File: src/rtl/bsef_pkg.sv
// shared types and constants of the button scroll event filter
package bsef_pkg;

	localparam int TYPE_W  = 5;
	localparam int CODE_W  = 10;
	localparam int VALUE_W = 32;
	localparam int SCALE_W = 4;
	localparam int CFG_W   = 10;
	localparam int IDX_W   = 1;
	localparam int SAT_W   = 8;
	localparam int ACC_W   = 12;
	localparam int REM_W   = 8;

	localparam logic [TYPE_W-1:0] TYPE_SYN = 5'd0;
	localparam logic [TYPE_W-1:0] TYPE_KEY = 5'd1;
	localparam logic [TYPE_W-1:0] TYPE_REL = 5'd2;
	localparam logic [TYPE_W-1:0] TYPE_MSC = 5'd4;

	localparam logic [CODE_W-1:0] CODE_X         = 10'd0;
	localparam logic [CODE_W-1:0] CODE_Y         = 10'd1;
	localparam logic [CODE_W-1:0] CODE_SCAN      = 10'd4;
	localparam logic [CODE_W-1:0] CODE_HWHEEL    = 10'd6;
	localparam logic [CODE_W-1:0] CODE_WHEEL     = 10'd8;
	localparam logic [CODE_W-1:0] CODE_WHEEL_HI  = 10'h0b;
	localparam logic [CODE_W-1:0] CODE_HWHEEL_HI = 10'h0c;

	localparam int DETENT       = 120;
	localparam int MOTION_LIMIT = 127;

	localparam logic [IDX_W-1:0] REG_SCALE   = 1'b0;
	localparam logic [IDX_W-1:0] REG_TRIGGER = 1'b1;

	localparam logic [SCALE_W-1:0] SCALE_RESET   = 4'd5;
	localparam logic [CODE_W-1:0]  TRIGGER_RESET = 10'd278;

	typedef enum logic [1:0] {
		SEL_HI,
		SEL_DET,
		SEL_FWD
	} bsef_sel_t;

	typedef struct packed {
		logic      ready;
		logic      load;
		logic      set_held;
		logic      mul;
		logic      emit;
		bsef_sel_t sel;
		logic      step_acc;
		logic      commit;
	} bsef_cmd_t;

	typedef struct packed {
		logic in_valid;
		logic is_trigger;
		logic is_scroll;
		logic is_fwd;
		logic hi_zero;
		logic acc_pos;
		logic acc_neg;
		logic out_free;
	} bsef_sts_t;

endpackage

File: src/rtl/bsef_if.sv
// event channel interfaces for input items and result items

interface bsef_in_if;
	logic                              valid;
	logic                              ready;
	logic [bsef_pkg::TYPE_W-1:0]       event_type;
	logic [bsef_pkg::CODE_W-1:0]       event_code;
	logic signed [bsef_pkg::VALUE_W-1:0] event_value;

	modport source(output valid, output event_type, output event_code, output event_value,
		input ready);
	modport sink(input valid, input event_type, input event_code, input event_value,
		output ready);
endinterface

interface bsef_out_if;
	logic                              valid;
	logic                              ready;
	logic [bsef_pkg::TYPE_W-1:0]       out_type;
	logic [bsef_pkg::CODE_W-1:0]       out_code;
	logic signed [bsef_pkg::VALUE_W-1:0] out_value;
	logic                              last_in_run;

	modport source(output valid, output out_type, output out_code, output out_value,
		output last_in_run, input ready);
	modport sink(input valid, input out_type, input out_code, input out_value,
		input last_in_run, output ready);
endinterface

File: src/rtl/bsef_ctrl.sv
// controller state machine that sequences one event through the datapath
module bsef_ctrl (
	input  logic                clk,
	input  logic                arst_n,
	input  bsef_pkg::bsef_sts_t sts,
	output bsef_pkg::bsef_cmd_t cmd
);
	import bsef_pkg::*;

	typedef enum logic [2:0] {
		ST_IDLE,
		ST_MUL,
		ST_HI,
		ST_DET,
		ST_FWD
	} state_t;

	state_t state_q;
	state_t state_d;

	always_ff @(posedge clk or negedge arst_n) begin
		if (!arst_n) begin
			state_q <= ST_IDLE;
		end else begin
			state_q <= state_d;
		end
	end

	always_comb begin
		cmd     = '0;
		cmd.sel = SEL_FWD;
		state_d = state_q;
		unique case (state_q)
			ST_IDLE: begin
				cmd.ready = 1'b1;
				if (sts.in_valid) begin
					cmd.load     = 1'b1;
					cmd.set_held = sts.is_trigger;
					if (sts.is_scroll) begin
						state_d = ST_MUL;
					end else if (sts.is_fwd) begin
						state_d = ST_FWD;
					end
				end
			end
			ST_MUL: begin
				cmd.mul = 1'b1;
				state_d = ST_HI;
			end
			ST_HI: begin
				if (sts.hi_zero) begin
					state_d = ST_DET;
				end else if (sts.out_free) begin
					cmd.emit = 1'b1;
					cmd.sel  = SEL_HI;
					state_d  = ST_DET;
				end
			end
			ST_DET: begin
				if (sts.acc_pos || sts.acc_neg) begin
					if (sts.out_free) begin
						cmd.emit     = 1'b1;
						cmd.sel      = SEL_DET;
						cmd.step_acc = 1'b1;
					end
				end else begin
					// remainder back in range, write it back
					cmd.commit = 1'b1;
					state_d    = ST_IDLE;
				end
			end
			ST_FWD: begin
				if (sts.out_free) begin
					cmd.emit = 1'b1;
					cmd.sel  = SEL_FWD;
					state_d  = ST_IDLE;
				end
			end
			default: begin
				state_d = ST_IDLE;
			end
		endcase
	end

endmodule

File: src/rtl/bsef_dp.sv
// datapath: config registers, scroll state, scaling, detent counting and output register
module bsef_dp (
	input  logic                         clk,
	input  logic                         arst_n,
	input  logic                         cfg_wr_en,
	input  logic [bsef_pkg::IDX_W-1:0]   cfg_index,
	input  logic [bsef_pkg::CFG_W-1:0]   cfg_data,
	input  bsef_pkg::bsef_cmd_t          cmd,
	output bsef_pkg::bsef_sts_t          sts,
	bsef_in_if.sink                      events,
	bsef_out_if.source                   results
);
	import bsef_pkg::*;

	localparam logic signed [ACC_W-1:0]   DETENT_A = ACC_W'(DETENT);
	localparam logic signed [VALUE_W:0]   LIMIT_W  = (VALUE_W+1)'(MOTION_LIMIT);
	localparam logic signed [SAT_W-1:0]   LIMIT_S  = SAT_W'(MOTION_LIMIT);

	logic [SCALE_W-1:0]           scale_q;
	logic [CODE_W-1:0]            trig_q;
	logic                         held_q;
	logic signed [REM_W-1:0]      vrem_q;
	logic signed [REM_W-1:0]      hrem_q;

	logic [TYPE_W-1:0]            type_q;
	logic [CODE_W-1:0]            code_q;
	logic signed [VALUE_W-1:0]    value_q;
	logic                         vert_q;
	logic signed [SAT_W-1:0]      sat_q;
	logic signed [ACC_W-1:0]      hi_q;
	logic signed [ACC_W-1:0]      acc_q;

	logic                         out_valid_q;
	logic [TYPE_W-1:0]            out_type_q;
	logic [CODE_W-1:0]            out_code_q;
	logic signed [VALUE_W-1:0]    out_value_q;
	logic                         out_last_q;

	logic                         in_vert;
	logic signed [VALUE_W:0]      v_wide;
	logic signed [VALUE_W:0]      v_axis;
	logic signed [SAT_W-1:0]      v_sat;
	logic signed [ACC_W:0]        prod;
	logic signed [ACC_W-1:0]      rem_ext;
	logic signed [ACC_W-1:0]      acc_step;
	logic                         step_in_range;
	logic                         is_trigger;
	logic                         is_scroll;
	logic                         is_fwd;

	// classification of the item at the input
	assign is_trigger = (events.event_type == TYPE_KEY) && (events.event_code == trig_q);
	assign is_scroll  = !is_trigger && held_q && (events.event_type == TYPE_REL) &&
		((events.event_code == CODE_X) || (events.event_code == CODE_Y));
	assign is_fwd     = !is_trigger && !is_scroll &&
		((events.event_type == TYPE_SYN) || (events.event_type == TYPE_KEY) ||
		 (events.event_type == TYPE_REL) ||
		 ((events.event_type == TYPE_MSC) && (events.event_code == CODE_SCAN)));

	// y is negated at full width before saturation
	assign in_vert = (events.event_code == CODE_Y);
	assign v_wide  = {events.event_value[VALUE_W-1], events.event_value};
	assign v_axis  = in_vert ? -v_wide : v_wide;

	always_comb begin
		priority if (v_axis > LIMIT_W) begin
			v_sat = LIMIT_S;
		end else if (v_axis < -LIMIT_W) begin
			v_sat = -LIMIT_S;
		end else begin
			v_sat = v_axis[SAT_W-1:0];
		end
	end

	assign prod    = sat_q * $signed({1'b0, scale_q});
	assign rem_ext = vert_q ? ACC_W'(vrem_q) : ACC_W'(hrem_q);

	assign acc_step      = sts.acc_pos ? acc_q - DETENT_A : acc_q + DETENT_A;
	assign step_in_range = (acc_step < DETENT_A) && (acc_step > -DETENT_A);

	assign sts.in_valid   = events.valid;
	assign sts.is_trigger = is_trigger;
	assign sts.is_scroll  = is_scroll;
	assign sts.is_fwd     = is_fwd;
	assign sts.hi_zero    = (hi_q == '0);
	assign sts.acc_pos    = (acc_q >= DETENT_A);
	assign sts.acc_neg    = (acc_q <= -DETENT_A);
	assign sts.out_free   = !out_valid_q || results.ready;

	assign events.ready = cmd.ready;

	always_ff @(posedge clk or negedge arst_n) begin
		if (!arst_n) begin
			scale_q <= SCALE_RESET;
			trig_q  <= TRIGGER_RESET;
			held_q  <= 1'b0;
			vrem_q  <= '0;
			hrem_q  <= '0;
		end else begin
			if (cfg_wr_en) begin
				unique case (cfg_index)
					REG_SCALE:   scale_q <= cfg_data[SCALE_W-1:0];
					REG_TRIGGER: trig_q  <= cfg_data[CODE_W-1:0];
					default: ;
				endcase
			end
			if (cmd.set_held) begin
				held_q <= (events.event_value != '0);
			end
			if (cmd.commit) begin
				if (vert_q) begin
					vrem_q <= acc_q[REM_W-1:0];
				end else begin
					hrem_q <= acc_q[REM_W-1:0];
				end
			end
		end
	end

	// item capture, scaling and running sum
	always_ff @(posedge clk) begin
		if (cmd.load) begin
			type_q  <= events.event_type;
			code_q  <= events.event_code;
			value_q <= events.event_value;
			vert_q  <= in_vert;
			sat_q   <= v_sat;
		end
		if (cmd.mul) begin
			hi_q  <= prod[ACC_W-1:0];
			acc_q <= rem_ext + prod[ACC_W-1:0];
		end else if (cmd.step_acc) begin
			acc_q <= acc_step;
		end
	end

	// output register
	always_ff @(posedge clk or negedge arst_n) begin
		if (!arst_n) begin
			out_valid_q <= 1'b0;
		end else if (cmd.emit) begin
			out_valid_q <= 1'b1;
		end else if (results.ready) begin
			out_valid_q <= 1'b0;
		end
	end

	always_ff @(posedge clk) begin
		if (cmd.emit) begin
			case (cmd.sel)
				SEL_HI: begin
					out_type_q  <= TYPE_REL;
					out_code_q  <= vert_q ? CODE_WHEEL_HI : CODE_HWHEEL_HI;
					out_value_q <= VALUE_W'(hi_q);
					out_last_q  <= !sts.acc_pos && !sts.acc_neg;
				end
				SEL_DET: begin
					out_type_q  <= TYPE_REL;
					out_code_q  <= vert_q ? CODE_WHEEL : CODE_HWHEEL;
					out_value_q <= sts.acc_pos ? VALUE_W'(1) : -VALUE_W'(1);
					out_last_q  <= step_in_range;
				end
				default: begin
					out_type_q  <= type_q;
					out_code_q  <= code_q;
					out_value_q <= value_q;
					out_last_q  <= 1'b1;
				end
			endcase
		end
	end

	assign results.valid       = out_valid_q;
	assign results.out_type    = out_type_q;
	assign results.out_code    = out_code_q;
	assign results.out_value   = out_value_q;
	assign results.last_in_run = out_last_q;

	// remainders stay strictly inside one detent
	a_rem_range: assert property (@(posedge clk) disable iff (!arst_n)
		(vrem_q < REM_W'(DETENT)) && (vrem_q > -REM_W'(DETENT)) &&
		(hrem_q < REM_W'(DETENT)) && (hrem_q > -REM_W'(DETENT)))
		else $error("scroll remainder out of range");

	// a result is only loaded when the output register can take it
	a_emit_free: assert property (@(posedge clk) disable iff (!arst_n)
		cmd.emit |-> sts.out_free)
		else $error("result overwrites a pending item");

	// write-back only with a sum already reduced below one detent
	a_commit_range: assert property (@(posedge clk) disable iff (!arst_n)
		cmd.commit |-> (!sts.acc_pos && !sts.acc_neg))
		else $error("remainder committed before detents were drained");

endmodule

File: src/rtl/button_scroll_event_filter_unit.sv
// top level of the button scroll event filter
//
// events: input channel of (event_type, event_code, event_value) items, valid/ready.
// results: output channel of (out_type, out_code, out_value, last_in_run) items;
//   last_in_run marks the final result caused by one input item.
// cfg_wr_en / cfg_index / cfg_data: register writes, index 0 scale, 1 trigger code;
//   to be written only while the block is idle; the block itself does not enforce this.
// sequence: a forwarded event is captured on acceptance and copied to the output
//   register once that is free. a scroll event is saturated on capture, then scaled,
//   then gives its results (at most 17: one hi-res event and up to 16 detents) and
//   finally stores its remainder.
// throughput: one item at a time; the next item is accepted only once the previous
//   one is finished.
//   the detent loop of the datapath gives one detent per cycle while the output is free.
// the output register decouples the sides: the next item is accepted while the last
//   result of the previous one still waits to be taken.
// receiver stall: results wait in the output register and the sequencer holds.
// reset: held flag and both remainders clear, scale returns to 5 and the
//   trigger code to 278; no result is pending.
module button_scroll_event_filter_unit (
	input  logic                       clk,
	input  logic                       arst_n,
	input  logic                       cfg_wr_en,
	input  logic [bsef_pkg::IDX_W-1:0] cfg_index,
	input  logic [bsef_pkg::CFG_W-1:0] cfg_data,
	bsef_in_if.sink                    events,
	bsef_out_if.source                 results
);
	import bsef_pkg::*;

	// command and status between sequencer and datapath
	bsef_cmd_t cmd;
	bsef_sts_t sts;

	// state machine: accept, scale, hi-res event, detent loop, forward
	bsef_ctrl u_ctrl (
		.clk    (clk),
		.arst_n (arst_n),
		.sts    (sts),
		.cmd    (cmd)
	);

	// datapath owns the channels, registers and remainders
	bsef_dp u_dp (
		.clk       (clk),
		.arst_n    (arst_n),
		.cfg_wr_en (cfg_wr_en),
		.cfg_index (cfg_index),
		.cfg_data  (cfg_data),
		.cmd       (cmd),
		.sts       (sts),
		.events    (events),
		.results   (results)
	);

endmodule
File: src/flat_wrapper.sv
// flat-port wrapper written by rule: the top's interface ports become plain ports
module button_scroll_event_filter_unit_flat import bsef_pkg::*;
  (clk, arst_n, cfg_wr_en, cfg_index, cfg_data, events_valid, events_event_type, events_event_code, events_event_value, events_ready, results_valid, results_out_type, results_out_code, results_out_value, results_last_in_run, results_ready);
  bsef_in_if events_i ();
  bsef_out_if results_i ();
  input  logic clk;
  input  logic arst_n;
  input  logic cfg_wr_en;
  input  logic [bsef_pkg::IDX_W-1:0] cfg_index;
  input  logic [bsef_pkg::CFG_W-1:0] cfg_data;
  input wire logic [$bits(events_i.valid)-1:0] events_valid;
  input wire logic [$bits(events_i.event_type)-1:0] events_event_type;
  input wire logic [$bits(events_i.event_code)-1:0] events_event_code;
  input wire logic [$bits(events_i.event_value)-1:0] events_event_value;
  output wire logic [$bits(events_i.ready)-1:0] events_ready;
  output wire logic [$bits(results_i.valid)-1:0] results_valid;
  output wire logic [$bits(results_i.out_type)-1:0] results_out_type;
  output wire logic [$bits(results_i.out_code)-1:0] results_out_code;
  output wire logic [$bits(results_i.out_value)-1:0] results_out_value;
  output wire logic [$bits(results_i.last_in_run)-1:0] results_last_in_run;
  input wire logic [$bits(results_i.ready)-1:0] results_ready;
  assign events_i.valid = events_valid;
  assign events_i.event_type = events_event_type;
  assign events_i.event_code = events_event_code;
  assign events_i.event_value = events_event_value;
  assign events_ready = events_i.ready;
  assign results_valid = results_i.valid;
  assign results_out_type = results_i.out_type;
  assign results_out_code = results_i.out_code;
  assign results_out_value = results_i.out_value;
  assign results_last_in_run = results_i.last_in_run;
  assign results_i.ready = results_ready;
  button_scroll_event_filter_unit u_core (.clk(clk), .arst_n(arst_n), .cfg_wr_en(cfg_wr_en), .cfg_index(cfg_index), .cfg_data(cfg_data), .events(events_i), .results(results_i));
endmodule
File: config.mk
export PLATFORM = sky130hd
export DESIGN_NAME = button_scroll_event_filter_unit_flat
export DESIGN_NICKNAME = d
export VERILOG_FILES = /design/src/rtl/bsef_pkg.sv /design/src/rtl/bsef_if.sv /design/src/rtl/bsef_ctrl.sv /design/src/rtl/bsef_dp.sv /design/src/rtl/button_scroll_event_filter_unit.sv /design/src/flat_wrapper.sv
export SDC_FILE = /design/constraint.sdc
export NUM_CORES = 1
export LEC_CHECK = 0
export ABC_AREA = 0
export BUFFER_PORTS_ARGS = -buffer_cell sky130_fd_sc_hd__buf_4
export CORE_MARGIN = 2
export CORE_UTILIZATION = 35
export DETAILED_ROUTE_END_ITERATION = 8
export PLACE_DENSITY = 0.65
export SKIP_LAST_GASP = 1
export SYNTH_ARGS = -nofsm -noshare
export SYNTH_HDL_FRONTEND = slang
export SYNTH_SLANG_ARGS = --single-unit
File: constraint.sdc
create_clock -name clk -period 4.65 [get_ports clk]
set_input_delay 0.465 -clock clk [delete_from_list [all_inputs] [get_ports clk]]
set_output_delay 0.465 -clock clk [all_outputs]
set_load 0.05 [all_outputs]
# Word level (Yosys, flattened, before mapping)
# Cells that the tools add are included.
# Widths: inputs -> output; s select.
[totals]
wordCells = 116
reg_bits = 163
mem_bits_rw = 0
latch_bits = 0
out_inout_bits = 50
mem_count = 0
inputBits = 63
rom_bits = 0
[op_classes]
bitwise_logic = 2
add_sub_neg = 4
n_div = 0
n_lt_le_gt_ge = 6
muxes = 33
n_eq_ne = 16
n_shift = 0
n_mul = 1
reduce_logical = 35
[ops]
columns = ["operator", "n"]
rows = [
  ["$pmux 32 s2", 1],
  ["$mux 12", 4],
  ["$mux 3", 12],
  ["$gt 33x8->1 const B", 1],
  ["$lt 33x8->1 const B", 1],
  ["$mux 33", 1],
  ["$neg 32->33", 1],
  ["$mux 32", 1],
  ["$reduce_bool 32->1", 1],
  ["$pmux 10 s2", 1],
  ["$pmux 3 s5", 1],
  ["$add 12x12->12", 1],
  ["$add 12x8->12 const B", 1],
  ["$ge 12x8->1 const B", 1],
  ["$gt 12x8->1 const B", 1],
  ["$le 12x8->1 const B", 1],
  ["$logic_not 12->1", 1],
  ["$lt 12x8->1 const B", 1],
  ["$mul 8x5->12", 1],
  ["$mux 4", 3],
  ["$sub 12x8->12 const B", 1],
  ["$eq 10x1->1 const B", 1],
  ["$eq 10x10->1", 1],
  ["$eq 10x3->1 const B", 1],
  ["28 further kinds", 57],
]

# Longest topological paths before layout
# Gate-level depths: netlist (run 1).
[logic_depth]
ltp_word = 13
depth_mapped = 20
depth_no_buf = 20

# Hierarchy
# A second synthesis (run 1) with hierarchy kept.
[hier_totals]
hier_cells = 928
area_unflattened_um2 = 10032.1
[modules_own_cells]
columns = ["module", "n_inst", "cells_per_inst", "seq_area_each_um2", "area_per_inst_um2"]
rows = [
  ["bsef_dp", 1, 897, 4652.0, 9773.1],
  ["bsef_ctrl", 1, 31, 75.1, 259.0],
]

# Worst setup path after synthesis (run 1)
# OpenSTA, ideal clock, no wires.
[synth_path]
kind = "register to register"
from = "register u_core.u_dp.scale_q[2]"
to = "register u_core.u_dp.acc_q[11], data pin"
path_stages_with_launch = 19
n_path_buf = 0
setup_ns = 0.269
synth_period_minus_slack_ns = 4.670
path_slack_ns = -0.020
t_arrival_ns = 4.401
required_ns = 4.381
path_cell_list = "dfstp_2 -> and2_1 -> ha_1 -> fa_1 -> inv_1 -> fa_1 -> inv_1 -> ha_1 -> o21a_1 -> o31a_1 -> a21oi_1 -> ha_1 -> or2_2 -> o311ai_0 -> o22ai_1 -> a221oi_1 -> o31ai_1 -> xnor2_1 -> o21ai_0"
[synth_between]
elab_chain_len = 3
[synth_lines]
columns = ["element", "line_no", "rtl"]
rows = [
  ["start: declaration", "bsef_dp.sv:19", "logic [SCALE_W-1:0] scale_q;"],
  ["start signal: assignment", "bsef_dp.sv:102", "REG_SCALE: scale_q <= cfg_data[SCALE_W-1:0];"],
  ["$mul 8x5->12", "bsef_dp.sv:75", "assign prod = sat_q * $signed({1'b0, scale_q});"],
  ["named net u_core.u_dp.prod[6]", "bsef_dp.sv:43", "logic signed [ACC_W:0] prod;"],
  ["$add 12x12->12", "bsef_dp.sv:131", "acc_q <= rem_ext + prod[ACC_W-1:0];"],
  ["$mux 12", "bsef_dp.sv:129", "if (cmd.mul) begin"],
  ["end signal: assignment", "bsef_dp.sv:131", ""],
  ["end signal: assignment", "bsef_dp.sv:133", "acc_q <= acc_step;"],
  ["end: declaration", "bsef_dp.sv:31", "logic signed [ACC_W-1:0] acc_q;"],
]
# The timed path passes the listed nets, and every way through them passes these cells.
# A chain may end at the register's enable or synchronous reset.

# Final worst setup path (run 1)
# Same ends and word-level chain as after synthesis.

==> out/results.ini, run 1 <==
[power_and_ir_drop]
p_comb_share_pct = 56.0
clkPwrFrac_pct = 15.0
ir_drop_uv = 339.8
p_seq_share_pct = 29.0
p_int_mw = 5.387
power.density_mw_per_mm2 = 772.7
p_switching_mw = 4.130
swShare_pct = 43.40
leakage_nw = 4.735

[timing]
skew_ps = 12.21
fin_tns_setup_ps = 0
final-setup-viol-count = 0
finalWorstSetupSlack_ps = 76.14
finalMaxSlewViolations = 0
finalHoldViolations = 3
rsz0062_at_grt = yes
maxSlewHeadroom_pct = 26.83
layout_min_cycle_time_ps = 4574
max_freq_mhz = 218.6
whs_ps = -1.443
worst_pin_slew_ps = 1089
fin_crit_sh_pct = 98.36

[floorplan]
die_y_microns = 173.9
start_util_pct = 35.37
coreArea_sq_mm = 0.02855
rows = 62
dieArea_sq_mm = 0.03023
die_x_microns = 173.9
ios = 113

[clock_network]
cts.sinks = 163
cts_root_buffer = clkbuf_16
clk_latency_ps = 440
cts_buffer_depth = 2
cts_inserted_buffers = 17
cts_max_level = 4
cts_tree = built
clk_pin_slew_worst_paths_ps = 70

[grt]
antenna_found_initial = 0
grt_pass1_vias = 7582
grt_pass1_wl_mm = 40.94
grtUsageTotal_pct = 17.04
overflow = 0
grt_max_degree = 45

[finish]
diodes = 0
fin_nets = 1164
drive_gt1_share_pct = 26.84
area_delta_synth_final_pct = 21.96

[setup_path]
cp.arrival_ps = 4740
r2r-end = u_core.u_dp.acc_q[11]
critPathKind = reg -> reg
cp-start-kind = flop
r2r-start = u_core.u_dp.scale_q[2]
r2r_setup_slack_ps = 80
cp_max_fo = 5
worst-r2r-cell-count = 19
endpoint_kind = flop
required_ps = 4820

[logic_synthesis]
synth_nets = 1044
syn_avg_cell_area_sq_um = 10.87
synth_top_flop_cell = edfxtp_1
synth_area_leaders = edfxtp_1, dfrtp_1, ha_1, mux2_2, xnor2_1
synth_edf_count = 128
ys_warn_count = 0
synth-seq-cells = 163
yosysTopAreaCell = edfxtp_1
ys_seq_area_share_pct = 46.81
synth-async-reset-ratio_pct = 21.47
synth_cell_type_count = 80
syn_area_sq_mm = 0.01010
syn_inst = 929
synth_common_cells = edfxtp_1, inv_1, nand2_1, nor2_1, xnor2_1
yosysTopAreaCellShare_pct = 38.06
synth_most_common_cell = edfxtp_1

[route]
drc = 0
ant_nets = 0
routedWlPerCell_microns = 17.93
via_count = 7869
viasPerCell = 5.442
dr.pass1.iters = 4
drtIter0Drc = 804
routed_wl_mm = 25.92

[flow_run]
drv_cap = 0

[placement]
gp_congestion = 0.8882
port_buffers = 112
place_ws_ps = -197.2
dp_hpwl_mm = 19.09

[status]
violations = hold timing
status = finished, violations left

[min_path]
holdCritPathClass = in -> async

-- cell usage in the layout, fill, tap and decap left out, drive strengths merged, types with 32 or more instances in the layout --
cell    Yosys  routed
buf         9     151
edfxtp    128     128
inv        56      64
nor2       48      48
nand2      47      47
xnor2      43      43
and2       40      40
mux2       36      36
ha         35      35
nor4       32      32
a21oi      32      32
o21ai      32      32
-- critical path, stage by stage (launching register included) --
cell	delay, ps
dfstp_2	570
and2_4	170
ha_4	190
inv_2	50
fa_1	420
fa_1	510
inv_2	50
ha_4	220
nor2b_4	120
o31a_1	290
buf_4	140
o31a_1	300
o21a_1	180
nor2_1	130
xnor2_1	100
ha_1	330
inv_2	50
o31ai_2	270
xnor2_1	150
o21ai_1	70
-- metrics by stage --
stage	instance area [sq um]	hold slack, ps	power, mW	util (%)	cells
after floorplan	10100	169.4	6.222	-	929
after global placement	11490	462.7	7.639	40.25	1409
after detailed placement	11490	472.3	7.710	40.25	1409
after CTS	12180	4.041	9.364	42.68	1444
after global routing	12320	23.19	10.13	43.14	1446
final	12320	-1.443	9.517	43.14	1446
-- per-layer routing --
metal	part of all wire [%]	GRT usage (%)
met1	45	23.77
met2	49	27.62
met3	4.7	2.522
met4	1.6	4.832
met5	0	0
-- final cells by class --
type | instances | area [sq um]
clock buffers | 18 | 439.2
clock inverters | 14 | 163.9
fillers | 2715 | 16230
inverters | 57 | 214.0
multi-input cells | 659 | 5141
flip-flops and latches | 163 | 4727
well taps | 384 | 480.5
repair buffers | 151 | 1150
-- worst max path at each step --
stage,endpoint,cells past startpoint,startpoint
after global routing,u_core.u_dp.acc_q[11],19,u_core.u_dp.scale_q[2]
after floorplan,u_core.u_dp.acc_q[11],18,u_core.u_dp.scale_q[2]
after detailed placement,u_core.u_dp.acc_q[11],18,u_core.u_dp.scale_q[2]
after CTS,u_core.u_dp.acc_q[11],20,u_core.u_dp.scale_q[2]
after global placement,u_core.u_dp.acc_q[11],18,u_core.u_dp.scale_q[2]
final,u_core.u_dp.acc_q[11],19,u_core.u_dp.scale_q[2]
-- cells by family after synthesis --
family	share of synthesized area, %
and+or+nand+nor	17.38
AOI/OAI and AO/OA	14.37
DFF	46.81
buffers and inverters	4.275
xor gates and xnor gates	4.944
adders and majority gates	7.707
muxes	4.510
-- registers in the layout (all words and copies together), names as in the netlist, 4 cells and up --
name,count
u_core.u_dp.sat_q,8
u_core.u_dp.acc_q,12
u_core.u_dp.results.out_code,10
u_core.u_dp.hrem_q,8
u_core.u_dp.vrem_q,8
u_core.u_dp.type_q,5
u_core.u_dp.scale_q,4
u_core.u_dp.results.out_value,32
u_core.u_dp.results.out_type,5
u_core.u_dp.value_q,32
u_core.u_dp.hi_q,12
u_core.u_dp.code_q,10
u_core.u_dp.trig_q,10
-- power groups by stage --
stage / logic, mW / clock network [mW] / registers (mW)
floorplan: 2.78 / 0 / 3.45
CTS: 5.15 / 1.45 / 2.76
global route: 5.79 / 1.51 / 2.83
finish: 5.33 / 1.43 / 2.76
global placement: 4.87 / 0 / 2.77
detailed placement: 4.92 / 0 / 2.79
-- timing repair --
action	4_1_cts	5_1_grt
gates resized for setup	11	29
pin swaps	6	23
endpoints found under the setup margin	3	3
hold buffers	0	0
setup buffers	3	2
(Power assumes the default switching activity.)
==> run 2: changes to the inputs <==
Settings changed: CTS_BUF_LIST from default to sky130_fd_sc_hd__clkbuf_16.
==> out/results.ini, run 2 (synthesis gave the netlist of run 1 again) <==
[timing]
maxSlewHeadroom_pct = 26.83
rsz0062_at_grt = yes
final-setup-viol-count = 0
fin_crit_sh_pct = 98.37
finalWorstSetupSlack_ps = 75.77
fin_tns_setup_ps = 0
max_freq_mhz = 218.6
whs_ps = -2.588
layout_min_cycle_time_ps = 4574
worst_pin_slew_ps = 1089
finalHoldViolations = 3
skew_ps = 12.40
finalMaxSlewViolations = 0

[grt]
use_met2_pct = 27.57
grtUsageMet3_pct = 2.522
overflow = 0
met1_usage_pct = 23.81
top_usage_layer = met2
grt_max_degree = 45
grtUsageTotal_pct = 17.05
grt_pass1_wl_mm = 40.96
antenna_found_initial = 0
grt_pass1_vias = 7592

[finish]
fin_area_sq_mm = 0.01231
final_cells = 1446
mostFrequentLayoutCell = buf_4
final_cell_mix = buf_4, edfxtp_1, inv_1
fin_util_pct = 43.11
fin_nets = 1164
drive_gt1_share_pct = 26.74
diodes = 0
area_delta_synth_final_pct = 21.86

[clock_network]
cts_max_level = 4
cts.sinks = 163
clk_latency_ps = 440
clk_pin_slew_worst_paths_ps = 70
cts_tree = built
cts_root_buffer = clkbuf_16
cts_inserted_buffers = 17
cts_buffer_depth = 2

[power_and_ir_drop]
leakage_nw = 4.730
ir_drop_uv = 342.6
power.density_mw_per_mm2 = 772.0
p_total_mw = 9.499

[placement]
dp_hpwl_mm = 19.09
gp_congestion = 0.8882
place_ws_ps = -197.2
placed_cell_area_sq_mm = 0.01149
dp_cells = 1409
port_buffers = 112

[route]
dr.pass1.iters = 4
via_count = 7868
drtIter0Drc = 743
viasPerCell = 5.441
ant_nets = 0
routedWlPerCell_microns = 17.95
routed_wl_mm = 25.95
drc = 0

[setup_path]
max_stage_delay_ps = 570
crit_top_cell = inv_2
endpoint_kind = flop
cp-start-kind = flop
crit_slowest_cell = dfstp_2
worstPathCellList = and2_4 > ha_4 > inv_2 > fa_1 > fa_1 > inv_2 > ha_4 > nor2b_4 > o31a_1 > buf_4 > o31a_1 > o21a_1 > nor2_1 > xnor2_1 > ha_1 > inv_2 > o31ai_2 > xnor2_1 > o21ai_1
cp.arrival_ps = 4750
cp_max_fo = 5
critPathKind = reg -> reg
worst-r2r-cell-count = 19
required_ps = 4820

[status]
violations = hold timing
status = finished, violations left

[floorplan]
dieArea_sq_mm = 0.03023
start_util_pct = 35.37
die_y_microns = 173.9
coreArea_sq_mm = 0.02855
rows = 62
die_x_microns = 173.9
ios = 113

[flow_run]
drv_cap = 0

[min_path]
holdCritPathClass = in -> async

-- run 2: cell count changes in the layout (fill, tap and decap cells not counted), sizes merged --
cell,previous run,this run
clkbuf,18,17
clkinv,4,5
-- run 2: critical path, delay by kind of cell, from the launching register on --
family | cells | cell delay [ps]
xor+xnor | 2 | 250
flops | 1 | 570
fa+ha+maj | 5 | 1670
buf+inv | 4 | 290
simple gates | 3 | 420
compound gates | 5 | 1110
-- run 2: repair_timing --
item | 4_1_cts | 5_1_grt
gates resized for setup | 11 | 29
pin swaps | 6 | 23
buffers inserted | 3 | 2
hold buffers | 0 | 0
endpoints found under the setup margin | 3 | 3
endpoints found under the hold margin | 0 | 0
-- run 2: final timing paths --
path                                         from               endpoint  slack (ps)
setup / recovery           u_core.u_dp.scale_q[2]  u_core.u_dp.acc_q[11]          80
hold / removal                             arst_n  u_core.u_dp.vrem_q[5]          -3
setup reg to reg           u_core.u_dp.scale_q[2]  u_core.u_dp.acc_q[11]          80
hold reg to reg             u_core.u_dp.vrem_q[3]  u_core.u_dp.vrem_q[3]         480
max in group asynchronous                  arst_n  u_core.u_dp.trig_q[1]        4260
min in group clk             events_event_type[4]  u_core.u_dp.type_q[4]         240
-- run 2: layout make-up --
class	count	area [sq um]
Fill cell	2717	16240
Multi-Input combinational cell	659	5141
Inverter	57	214.0
Clock inverter	15	167.7
Tap cell	384	480.5
Timing Repair Buffer	151	1150
Sequential cell	163	4727
Clock buffer	17	425.4
-- run 2: power breakdown --
part	internal, mW	switching (mW)
sequential	2.43	0.331
clock	0.764	0.648
combinational	2.17	3.15
total	5.37	4.13
-- run 2: routing by layer --
metal | wire [microns] | up-vias
met5 | 0 | -
met4 | 431 | 0
met3 | 1220 | 26
met2 | 12690 | 246
met1 | 11610 | 3868
li1 | - | 3728
==> run 3: changes to the inputs <==
Settings changed: PLACE_DENSITY 0.65 to 0.63.
Clock period 4.65 ns to 5.6 ns, I/O delays scaled along.
==> out/results.ini, run 3 (synthesis gave the netlist of run 1 again) <==
[status]
status = finished clean

[power_and_ir_drop]
ir_drop_uv = 344.6
p_total_mw = 7.258
leakage_nw = 4.548
power.density_mw_per_mm2 = 612.9

[clock_network]
cts.sinks = 163
cts_hold_buf = 0
ctsResizeCount = 0
clk_pin_slew_worst_paths_ps = 70
clk_latency_ps = 430
cts_root_buffer = clkbuf_16
post_cts.repair.setup_buffers = 0
cts_tree = built
cts_max_level = 4
cts_inserted_buffers = 17
cts_buffer_depth = 2

[grt]
grt_pass1_vias = 7292
overflow = 0
antenna_found_initial = 0
grt_pass1_wl_mm = 40.22
grt_max_degree = 58
grtUsageTotal_pct = 16.61

[timing]
fin_tns_setup_ps = 0
worst_pin_slew_ps = 1216
maxSlewHeadroom_pct = 18.62
fin_crit_sh_pct = 90.16
final-setup-viol-count = 0
skew_ps = 18.12
rsz0062_at_grt = no
max_freq_mhz = 198.1
whs_ps = 96.14
layout_min_cycle_time_ps = 5049
finalMaxSlewViolations = 0
finalHoldViolations = 0

[placement]
dp_hpwl_mm = 19.00
dp_cells = 1381
gp_congestion = 0.8516
port_buffers = 112

[finish]
mostFrequentLayoutCell = edfxtp_1
fin_nets = 1131
final_cell_mix = edfxtp_1, buf_4, inv_1
final_cells = 1413
drive_gt1_share_pct = 21.28
diodes = 0
area_delta_synth_final_pct = 17.27

[min_path]
holdCritPathClass = in -> async

[setup_path]
critical_path.top_delay_family = compound AO/OA/AOI/OAI gates
max_stage_delay_ps = 640
cp-start-kind = flop
endpoint_kind = flop
required_ps = 5760
crit_top_cell = ha_1
cp.arrival_ps = 5210
cp_max_fo = 9
worstPathCellList = and2_1 > ha_1 > ha_1 > inv_1 > fa_1 > inv_1 > ha_1 > a21oi_1 > nor2b_1 > nor2_1 > xnor2_1 > ha_1 > o311ai_0 > o22ai_1 > a221oi_1 > o31ai_1 > xnor2_1 > o21ai_0
crit_slowest_cell = o311ai_0
critPathKind = reg -> reg
crit_buf_inv = 2

[floorplan]
coreArea_sq_mm = 0.02855
rows = 62
die_y_microns = 173.9
die_x_microns = 173.9
start_util_pct = 35.37
dieArea_sq_mm = 0.03023
ios = 113

[route]
via_count = 7765
routed_wl_mm = 25.17
dr.pass1.iters = 5
drc = 0
viasPerCell = 5.495
drtIter0Drc = 659
ant_nets = 0
routedWlPerCell_microns = 17.81

[flow_run]
drv_cap = 0

run 3: cell count changes in the layout (fill, tap and decap cells not counted), moves of 4 or more:
cell / before / now
and2_1: 35 / 39
and2_4: 4 / 0
buf_4: 149 / 118
ha_1: 27 / 35
ha_4: 7 / 0
inv_1: 49 / 56
inv_2: 7 / 0
run 3: cell type report:
cell class	instances	area (sq um)
flip-flops and latches	163	4727
repair buffers	118	885.9
inverters	57	214.0
fillers	2731	16700
clock inverters	15	156.4
multi-input cells	659	4954
clock buffers	17	425.4
well taps	384	480.5
run 3: path summary, 6_finish.rpt:
check	cells after the start	slack, ps	to	from
setup reg to reg	18	550	u_core.u_dp.acc_q[11]	u_core.u_dp.scale_q[2]
setup / recovery	18	550	u_core.u_dp.acc_q[11]	u_core.u_dp.scale_q[2]
min in group clk	1	340	u_core.u_dp.type_q[4]	events_event_type[4]
hold / removal	1	100	u_core.u_dp.vrem_q[4]	arst_n
max in group asynchronous	1	5120	u_core.u_dp.scale_q[2]	arst_n
hold reg to reg	2	490	u_core.u_dp.vrem_q[4]	u_core.u_dp.vrem_q[4]
run 3: power by group:
part           switching, mW  leakage (nW)  internal, mW
sequential             0.274          1.63          2.03
combinational           2.40          2.64          1.41
clock                  0.546         0.287         0.598
total                   3.22          4.55          4.04
run 3: metal layers:
metal,GRT usage (%),vias up,wire length [microns]
met1,23.96,3784,11510
met4,5.042,0,533
met2,26.01,276,11800
met3,2.215,35,1323
met5,0,-,0
li1,-,3670,-
run 3: metrics by stage:
step	cell area, sq um	worst slack [ps]	util, %
3_5_place_dp	11260	565.8	39.45
4_1_cts	11840	548.3	41.48
2_1_floorplan	10100	929.9	-
6_report	11840	551.1	41.48
5_1_grt	11840	178.4	41.48
3_3_place_gp	11260	659.8	39.45
